$ cat src/rtl/core/rpv_pkg.sv
// ----------------------------------------------------------------------------
// rpv_pkg
// Shared types, byte codes and the reserved device stem check.
// ----------------------------------------------------------------------------
package rpv_pkg;

  localparam logic [7:0] CH_SPACE     = 8'h20;
  localparam logic [7:0] CH_TILDE     = 8'h7e;
  localparam logic [7:0] CH_BACKSLASH = 8'h5c;
  localparam logic [7:0] CH_COLON     = 8'h3a;
  localparam logic [7:0] CH_SLASH     = 8'h2f;
  localparam logic [7:0] CH_DOT       = 8'h2e;
  localparam logic [7:0] CH_UPPER_A   = 8'h41;
  localparam logic [7:0] CH_UPPER_Z   = 8'h5a;
  localparam logic [7:0] CH_CASE_GAP  = 8'h20;
  localparam logic [7:0] CH_DIGIT_1   = 8'h31;
  localparam logic [7:0] CH_DIGIT_9   = 8'h39;

  localparam logic [23:0] STEM_CON = 24'h6e6f63;
  localparam logic [23:0] STEM_PRN = 24'h6e7270;
  localparam logic [23:0] STEM_AUX = 24'h787561;
  localparam logic [23:0] STEM_NUL = 24'h6c756e;
  localparam logic [23:0] STEM_COM = 24'h6d6f63;
  localparam logic [23:0] STEM_LPT = 24'h74706c;

  localparam logic [2:0] SEG_SAT  = 3'd5;
  localparam logic [2:0] STEM_MAX = 3'd4;

  typedef struct packed {
    logic [7:0] lower;
    logic       slash;
    logic       dot;
    logic       space;
    logic       bad;
    logic       present;
    logic       last;
  } item_t;

  function automatic logic stem_reserved(input logic [31:0] chars, input logic [2:0] len);
    logic [23:0] head;
    logic [7:0]  digit;
    logic        res;
    head  = chars[23:0];
    digit = chars[31:24];
    res   = 1'b0;
    if (len == 3'd3) begin
      res = (head == STEM_CON) || (head == STEM_PRN) ||
            (head == STEM_AUX) || (head == STEM_NUL);
    end else if (len == 3'd4) begin
      res = ((head == STEM_COM) || (head == STEM_LPT)) &&
            (digit >= CH_DIGIT_1) && (digit <= CH_DIGIT_9);
    end
    return res;
  endfunction

endpackage

$ cat src/rtl/core/rpv_fifo.sv
// ----------------------------------------------------------------------------
// rpv_fifo
// Small register-based queue with simultaneous push and pop.
// ----------------------------------------------------------------------------
module rpv_fifo #(
  parameter int WIDTH = 1,
  parameter int AW    = 1
) (
  input  logic             clk,
  input  logic             rst_n,
  input  logic             push,
  input  logic [WIDTH-1:0] wdata,
  output logic             full,
  input  logic             pop,
  output logic [WIDTH-1:0] rdata,
  output logic             empty
);

  localparam int DEPTH = 1 << AW;

  logic [WIDTH-1:0] mem_r [DEPTH];
  logic [AW-1:0]    wr_ptr_r, wr_ptr_nxt;
  logic [AW-1:0]    rd_ptr_r, rd_ptr_nxt;
  logic [AW:0]      count_r, count_nxt;
  logic             do_push, do_pop;

  assign full    = (count_r == DEPTH[AW:0]);
  assign empty   = (count_r == '0);
  assign do_push = push && !full;
  assign do_pop  = pop && !empty;
  assign rdata   = mem_r[rd_ptr_r];

  always_comb begin
    wr_ptr_nxt = do_push ? wr_ptr_r + 1'b1 : wr_ptr_r;
    rd_ptr_nxt = do_pop ? rd_ptr_r + 1'b1 : rd_ptr_r;
    count_nxt  = count_r;
    if (do_push && !do_pop) begin
      count_nxt = count_r + 1'b1;
    end else if (do_pop && !do_push) begin
      count_nxt = count_r - 1'b1;
    end
  end

  always_ff @(posedge clk) begin
    if (!rst_n) begin
      wr_ptr_r <= '0;
      rd_ptr_r <= '0;
      count_r  <= '0;
    end else begin
      wr_ptr_r <= wr_ptr_nxt;
      rd_ptr_r <= rd_ptr_nxt;
      count_r  <= count_nxt;
    end
  end

  always_ff @(posedge clk) begin
    if (do_push) begin
      mem_r[wr_ptr_r] <= wdata;
    end
  end

endmodule

$ cat src/rtl/core/rpv_front.sv
// ----------------------------------------------------------------------------
// rpv_front
// Input stage: accept items, classify each byte, register it for the queue.
// ----------------------------------------------------------------------------
module rpv_front import rpv_pkg::*; (
  input  logic       clk,
  input  logic       rst_n,
  input  logic       in_push,
  input  logic [7:0] in_path_byte,
  input  logic       in_byte_present,
  input  logic       in_last_byte,
  output logic       in_full,
  output logic       q_push,
  output item_t      q_item,
  input  logic       q_full
);

  logic  valid_r, valid_nxt;
  item_t item_r;
  item_t item_cls;
  logic  accept;

  always_comb begin
    item_cls.lower   = ((in_path_byte >= CH_UPPER_A) && (in_path_byte <= CH_UPPER_Z)) ?
                       in_path_byte + CH_CASE_GAP : in_path_byte;
    item_cls.slash   = (in_path_byte == CH_SLASH);
    item_cls.dot     = (in_path_byte == CH_DOT);
    item_cls.space   = (in_path_byte == CH_SPACE);
    item_cls.bad     = (in_path_byte == CH_BACKSLASH) || (in_path_byte == CH_COLON) ||
                       (in_path_byte < CH_SPACE) || (in_path_byte > CH_TILDE);
    item_cls.present = in_byte_present;
    item_cls.last    = in_last_byte;
  end

  assign in_full = valid_r && q_full;
  assign accept  = in_push && !in_full;
  assign q_push  = valid_r;
  assign q_item  = item_r;

  // drop idle items that carry neither a byte nor the end mark
  always_comb begin
    valid_nxt = valid_r && q_full;
    if (accept && (in_byte_present || in_last_byte)) begin
      valid_nxt = 1'b1;
    end
  end

  always_ff @(posedge clk) begin
    if (!rst_n) begin
      valid_r <= 1'b0;
    end else begin
      valid_r <= valid_nxt;
    end
  end

  always_ff @(posedge clk) begin
    if (accept) begin
      item_r <= item_cls;
    end
  end

endmodule

$ cat src/rtl/core/rpv_back.sv
// ----------------------------------------------------------------------------
// rpv_back
// Path state: length, segment and stem tracking; issues the verdict.
// ----------------------------------------------------------------------------
module rpv_back import rpv_pkg::*; (
  input  logic        clk,
  input  logic        rst_n,
  input  logic [15:0] max_path_bytes,
  input  item_t       q_item,
  input  logic        q_empty,
  output logic        q_pop,
  output logic        res_push,
  output logic        res_valid,
  input  logic        res_full
);

  logic [15:0] bytes_seen_r, bytes_seen_nxt;
  logic        failed_r, failed_nxt;
  logic [2:0]  seg_len_r, seg_len_nxt;
  logic [31:0] stem_r, stem_nxt;
  logic [2:0]  stem_len_r, stem_len_nxt;
  logic        stem_closed_r, stem_closed_nxt;
  logic        prev_ds_r, prev_ds_nxt;

  logic [15:0] bytes_a;
  logic        fail_a;
  logic [2:0]  seg_len_a;
  logic [31:0] stem_a;
  logic [2:0]  stem_len_a;
  logic        stem_closed_a;
  logic        prev_ds_a;
  logic        fail_b;

  assign q_pop     = !q_empty && (!q_item.last || !res_full);
  assign res_push  = q_pop && q_item.last;
  assign res_valid = !fail_b;

  always_comb begin
    bytes_a       = bytes_seen_r;
    fail_a        = failed_r;
    seg_len_a     = seg_len_r;
    stem_a        = stem_r;
    stem_len_a    = stem_len_r;
    stem_closed_a = stem_closed_r;
    prev_ds_a     = prev_ds_r;
    if (q_item.present) begin
      if (bytes_seen_r >= max_path_bytes) begin
        fail_a = 1'b1;
      end
      if (bytes_seen_r != 16'hffff) begin
        bytes_a = bytes_seen_r + 16'd1;
      end
      if (q_item.bad) begin
        fail_a = 1'b1;
      end
      if (q_item.slash) begin
        if ((seg_len_r == '0) || prev_ds_r || stem_reserved(stem_r, stem_len_r)) begin
          fail_a = 1'b1;
        end
        seg_len_a     = '0;
        stem_a        = '0;
        stem_len_a    = '0;
        stem_closed_a = 1'b0;
      end else begin
        if (seg_len_r < SEG_SAT) begin
          seg_len_a = seg_len_r + 3'd1;
        end
        if (!stem_closed_r) begin
          if (q_item.dot) begin
            stem_closed_a = 1'b1;
          end else if (stem_len_r < SEG_SAT) begin
            if (stem_len_r < STEM_MAX) begin
              stem_a[{stem_len_r[1:0], 3'b000} +: 8] = q_item.lower;
            end
            stem_len_a = stem_len_r + 3'd1;
          end
        end
      end
      prev_ds_a = q_item.dot || q_item.space;
    end
    // close the final segment
    fail_b = fail_a;
    if ((seg_len_a == '0) || prev_ds_a || stem_reserved(stem_a, stem_len_a)) begin
      fail_b = 1'b1;
    end
  end

  always_comb begin
    bytes_seen_nxt  = bytes_seen_r;
    failed_nxt      = failed_r;
    seg_len_nxt     = seg_len_r;
    stem_nxt        = stem_r;
    stem_len_nxt    = stem_len_r;
    stem_closed_nxt = stem_closed_r;
    prev_ds_nxt     = prev_ds_r;
    if (q_pop) begin
      if (q_item.last) begin
        bytes_seen_nxt  = '0;
        failed_nxt      = 1'b0;
        seg_len_nxt     = '0;
        stem_nxt        = '0;
        stem_len_nxt    = '0;
        stem_closed_nxt = 1'b0;
        prev_ds_nxt     = 1'b0;
      end else begin
        bytes_seen_nxt  = bytes_a;
        failed_nxt      = fail_a;
        seg_len_nxt     = seg_len_a;
        stem_nxt        = stem_a;
        stem_len_nxt    = stem_len_a;
        stem_closed_nxt = stem_closed_a;
        prev_ds_nxt     = prev_ds_a;
      end
    end
  end

  always_ff @(posedge clk) begin
    if (!rst_n) begin
      bytes_seen_r  <= '0;
      failed_r      <= 1'b0;
      seg_len_r     <= '0;
      stem_r        <= '0;
      stem_len_r    <= '0;
      stem_closed_r <= 1'b0;
      prev_ds_r     <= 1'b0;
    end else begin
      bytes_seen_r  <= bytes_seen_nxt;
      failed_r      <= failed_nxt;
      seg_len_r     <= seg_len_nxt;
      stem_r        <= stem_nxt;
      stem_len_r    <= stem_len_nxt;
      stem_closed_r <= stem_closed_nxt;
      prev_ds_r     <= prev_ds_nxt;
    end
  end

endmodule

$ cat src/rtl/core/relative_path_validator_unit.sv
// ----------------------------------------------------------------------------
// relative_path_validator_unit
// Streams a relative path byte by byte and returns one valid/invalid verdict.
//
//   channel | ports                                    | moves
//   --------+------------------------------------------+----------------------
//   input   | in_push/in_full, in_path_byte, in_byte_* | one byte or end mark
//   result  | out_pop/out_empty, out_path_valid        | one verdict per path
//   config  | cfg_psel/penable/pwrite/paddr/pwdata     | max_path_bytes @ 0x0
//
// One item per cycle sustained while neither stall below holds the flow; a verdict
// follows its final item through the classify register and both queues.
// Reset clears the queues and path state; max_path_bytes returns to 1024.
// The input stalls only when the classify register and item queue are full;
// the back stage stalls on a final item only while the result queue is full.
// ----------------------------------------------------------------------------
module relative_path_validator_unit import rpv_pkg::*; #(
  parameter int ITEM_Q_AW = 2,
  parameter int RES_Q_AW  = 1
) (
  input  logic        clk,
  input  logic        rst_n,
  input  logic        in_push,
  input  logic [7:0]  in_path_byte,
  input  logic        in_byte_present,
  input  logic        in_last_byte,
  output logic        in_full,
  input  logic        out_pop,
  output logic        out_path_valid,
  output logic        out_empty,
  input  logic        cfg_psel,
  input  logic        cfg_penable,
  input  logic        cfg_pwrite,
  input  logic [1:0]  cfg_paddr,
  input  logic [31:0] cfg_pwdata,
  output logic [31:0] cfg_prdata,
  output logic        cfg_pready
);

  localparam logic [15:0] MAX_PATH_RESET = 16'd1024;
  localparam logic [1:0]  ADDR_MAX_PATH  = 2'd0;

  logic [15:0] max_path_r;
  logic        cfg_wr;
  logic        q_push, q_full, q_pop, q_empty;
  item_t       q_witem, q_ritem;
  logic        res_push, res_valid, res_full;

  assign cfg_pready = 1'b1;
  assign cfg_wr     = cfg_psel && cfg_penable && cfg_pwrite && cfg_pready;
  assign cfg_prdata = (cfg_paddr == ADDR_MAX_PATH) ? {16'd0, max_path_r} : '0;

  always_ff @(posedge clk) begin
    if (!rst_n) begin
      max_path_r <= MAX_PATH_RESET;
    end else if (cfg_wr && (cfg_paddr == ADDR_MAX_PATH)) begin
      max_path_r <= cfg_pwdata[15:0];
    end
  end

  rpv_front u_front (
    .clk             (clk),
    .rst_n           (rst_n),
    .in_push         (in_push),
    .in_path_byte    (in_path_byte),
    .in_byte_present (in_byte_present),
    .in_last_byte    (in_last_byte),
    .in_full         (in_full),
    .q_push          (q_push),
    .q_item          (q_witem),
    .q_full          (q_full)
  );

  rpv_fifo #(
    .WIDTH ($bits(item_t)),
    .AW    (ITEM_Q_AW)
  ) u_item_q (
    .clk   (clk),
    .rst_n (rst_n),
    .push  (q_push),
    .wdata (q_witem),
    .full  (q_full),
    .pop   (q_pop),
    .rdata (q_ritem),
    .empty (q_empty)
  );

  rpv_back u_back (
    .clk            (clk),
    .rst_n          (rst_n),
    .max_path_bytes (max_path_r),
    .q_item         (q_ritem),
    .q_empty        (q_empty),
    .q_pop          (q_pop),
    .res_push       (res_push),
    .res_valid      (res_valid),
    .res_full       (res_full)
  );

  rpv_fifo #(
    .WIDTH (1),
    .AW    (RES_Q_AW)
  ) u_res_q (
    .clk   (clk),
    .rst_n (rst_n),
    .push  (res_push),
    .wdata (res_valid),
    .full  (res_full),
    .pop   (out_pop),
    .rdata (out_path_valid),
    .empty (out_empty)
  );

  a_res_no_overflow: assert property (@(posedge clk) disable iff (!rst_n)
    res_push |-> !res_full)
    else $error("verdict pushed into full result queue");

  a_empty_path_fails: assert property (@(posedge clk) disable iff (!rst_n)
    (res_push && !q_ritem.present && (u_back.seg_len_r == '0)) |-> !res_valid)
    else $error("path ending in empty segment judged valid");

  a_front_holds: assert property (@(posedge clk) disable iff (!rst_n)
    (q_push && q_full) |=> q_push && $stable(q_witem))
    else $error("classified item lost while item queue full");

  a_reset_empty: assert property (@(posedge clk)
    !rst_n |=> out_empty && !in_full)
    else $error("queues not empty after reset");

endmodule
$ cat config.mk
export PLATFORM = sky130hd
export DESIGN_NAME = relative_path_validator_unit
export DESIGN_NICKNAME = d
export VERILOG_FILES = /design/src/rtl/core/rpv_pkg.sv /design/src/rtl/core/rpv_fifo.sv /design/src/rtl/core/rpv_front.sv /design/src/rtl/core/rpv_back.sv /design/src/rtl/core/relative_path_validator_unit.sv
export SDC_FILE = /design/constraint.sdc
export NUM_CORES = 1
export LEC_CHECK = 0
export BUFFER_PORTS_ARGS = -buffer_cell sky130_fd_sc_hd__buf_2
export CAP_MARGIN = 20
export CORE_MARGIN = 4
export CORE_UTILIZATION = 30
export DETAILED_ROUTE_END_ITERATION = 10
export GPL_TIMING_DRIVEN = 0
export PLACE_DENSITY = 0.49
export SLEW_MARGIN = 20
export SYNTH_ARGS = -nofsm -noshare
export SYNTH_HDL_FRONTEND = slang
export SYNTH_SLANG_ARGS = --single-unit
$ cat constraint.sdc
create_clock -name clk -period 9.5 [get_ports clk]
set_input_delay 0.475 -clock clk [delete_from_list [all_inputs] [get_ports clk]]
set_output_delay 0.475 -clock clk [all_outputs]
set_load 0.02 [all_outputs]
==> results.md <==
* Final number of max-transition violations at 0
* Post-synth EDFFs at 72
* Maximum clock rate at around 240 MHz
* Final core area utilization at 35.5%
* Final WS setup at 5.41 ns
* Hold_buf cts at 0
* Worst R2R End: u_res_q.mem_r[1]
* Die Footprint at approximately 0.031 sq mm
* Fin. Hold Viols at 0
* Top-count cell post-synth: nand2_1
* Inst Count DP at ~1300
* Vias/cell at 4.98
* Final nets at 1031
* First-pass GRT wire length at 35800 um
* Synth warn at 0
* Post-synthesis async set-or-reset flop share at 0%
* Clk_lat worst skew at 0.43 ns
* Mapped Cells at 860
* CTS H-tree lvls at 4
* Chip Width at approximately 180 um
* Initial core utilization at roughly 30%
* Gpl congestion at a little under 0.9
* CP peak stage delay at roughly 0.7 ns
* Clock slew at reported path FFs at about 0.080 ns
* Post-synth cell types at 83
* DR WL/cell at 16.9 um
* Min-delay src: in_byte_present
* Hpwl dp at 16500 um
* Area growth syn-to-layout at 16.1%
* Leakage power at 3.44 nW
* Clock Skew at 0.0130 ns
* Synth top area cells: edfxtp_1 (25%), dfxtp_1 (21%), ha_1 (5.1%)
* Number of gates resized after cts at 0
* Worst-path fanout max at 9
* Final hold slack at 0.243 ns
* Synth Register Bits at 160
* CP max stage cell: nor4b_2
* Vias in the first global route at 6294
* Cell Count, Final, Fillers Out at 1335
* Core Area at 0.0279 sq mm
* Top Family by Delay on Critical Path: simple AND/OR/NAND/NOR gates
* Total Routing Usage GR at 14.6%
* # diodes at 0
* Max clock buf depth at 2
* Worst Hold Depth at 1
* Layout cells sized above 1 at about 15%
* DP Area at roughly 0.0093 sq mm
* Die H at 177 um
* Most frequent cells after synthesis: nand2_1 (91), dfxtp_1 (88), edfxtp_1 (72), nor2_1 (47), inv_1 (42)
* Post-CTS Setup Inserts at 0
* Pwr Density at 229 mW/mm^2
* Max IR drop VDD at 0.131 mV
* Worst-margin pin slew at 0.939 ns
* Startpoint types: flop
* DR pass1 iterations at 5
* Most used DFF post-synth: dfxtp_1
* R2r startpoint: u_back.stem_len_r[0]
* Share of the synthesized area in the top cell type at 25.3%
* Largest net degree at the start of global routing at 18
* TritonCTS Buffers at 17
* Clk root buf: clkbuf_16
* Port buffer count at 50
* Initial drt markers at roughly 650
* CP Buf/Inv Count at 1
* CP cell instances: inv_1 > ha_1 > nor4b_2 > nand4b_1 > a311o_1 > or2_0 > nor4b_1 > nand3b_1 > a2111oi_2 > a211oi_1
* Outcome: completed
* Residual DRC count at 0
* Total routed wirelength at 22600 um
* Fillers at roughly 2900
* Hold Path Class: input port to flop
* WP data arrival at about 4.2 ns
* Initial antenna violation count at 0
* RSZ-0062 raised after global routing: false
* Relative slew slack at 36.8%
* GRT overflow at 0
* Final Instance Area at about 0.01 sq mm
* CTS tree: done
* Sequential element share of the synthesized area at a little under half
* Reg2Reg Setup Slack at about 5.4 ns
* Period utilization at 43.1%
* Hold endpoint: u_front.q_item[1]
* DP Worst Slack at about 5.5 ns
* Site Rows at 61
* Overall Power at 2.27 mW
* Via count at 6644
* Mapped cell area at 0.00853 sq mm
* CP required at 9.62 ns
* Mapped Avg Cell Area at 9.92 sq um
* Area leader, netlist: edfxtp_1
* Sink Count at 160
* Max_cap viols at 0
* Reg2reg path depth at 10
* Antenna viol nets, final at 0
* Ports at 87
* TNS Setup at 0 ns
* Endpoints failing setup at 0
* Crit path kind: flop to flop
* Setup crit end kind: flop
* Fin crit period at 4.09 ns
[placed cells by master (no fill, tap or decap), types with 6 or more instances in the layout]
master and n:
nor3b_1 6, and3_1 9, inv_1 42, nand4_1 11, nand3_1 35, nor3_1 30
nand2b_1 6, edfxtp_1 72, o21a_1 8, conb_1 17, a21boi_0 25, xnor2_1 12
or3_1 10, dfxtp_1 88, nor4_1 13, a21o_1 7, a31oi_1 13, nor2b_1 34
a21oi_1 30, ha_1 35, and2_1 19, clkbuf_1 30, clkbuf_16 17, mux2i_1 9
buf_4 19, buf_2 52, nand2_1 91, a22oi_1 21, nor2_1 47, o21ai_0 33
mux4_2 13
[cells by family after synthesis]
group / count (synthesis) / share of synthesized area (%)
fa+ha+maj: 36 / 5.37
other cells: 2 / 0.0880
xor+xnor: 17 / 1.74
simple gates: 349 / 22.0
compound gates: 169 / 13.5
buf+inv: 97 / 5.53
flops: 160 / 46.0
mux: 30 / 5.83
[power breakdown]
group | internal (mW) | leakage [nW] | switching, mW
registers | 0.773 | 1.38 | 0.0399
logic | 0.256 | 1.77 | 0.508
clock network | 0.374 | 0.289 | 0.323
[layer usage]
metal | vias to the layer above | GRT usage (%) | share of wire, %
met1 | 3168 | 20.5 | 48
met5 | - | 0 | 0
li1 | 3263 | - | -
met3 | 24 | 2.37 | 4.3
met2 | 189 | 23.5 | 46
met4 | 0 | 4.09 | 1.3
[final cells by class]
cell class              instances  area (sq um)  share of cell area [%]
multi-input cells             618          4200                    42.4
repair buffers                 50           250                    2.52
plain buffers                  55           314                    3.17
clock buffers                  17           425                    4.29
flip-flops and latches        160          3920                    39.6
clock inverters                15           170                    1.72
well taps                     378           473                    4.77
inverters                      42           158                    1.59
[sequential cells by signal, summed over array words and instances, names as in the netlist, 3 cells and up, named ones only]
register / flops
u_item_q.count_r: 3
max_path_r: 16
u_back.bytes_seen_r: 16
u_back.stem_len_r: 3
u_front.q_item: 14
u_item_q.mem_r: 56
u_back.stem_r: 32
u_back.seg_len_r: 3
[worst register-to-register path: cells and delay by family (launching register included)]
family                     cells  cell delay, ns
AOI/OAI and AO/OA              3            1.01
adders and majority gates      1            0.45
buffers and inverters          1            0.23
DFF                            1            0.54
and+or+nand+nor                5            1.55
[worst max-delay path by stage]
| stage | from | to | slack [ns] | cells past startpoint |
|---|---|---|---|---|
| final | u_back.stem_len_r[0] | u_res_q.mem_r[1] | 5.41 | 10 |
| after detailed placement | u_back.stem_len_r[0] | u_res_q.mem_r[0] | 5.48 | 10 |
| after floorplan | u_back.stem_len_r[0] | u_res_q.mem_r[0] | 6.28 | 10 |
| after global routing | u_back.stem_len_r[0] | u_res_q.mem_r[1] | 5.12 | 12 |
| after global placement | u_back.stem_len_r[0] | u_res_q.mem_r[0] | 5.37 | 10 |
| after CTS | u_back.stem_len_r[0] | u_res_q.mem_r[1] | 5.46 | 10 |
(Power assumes the default switching activity.)
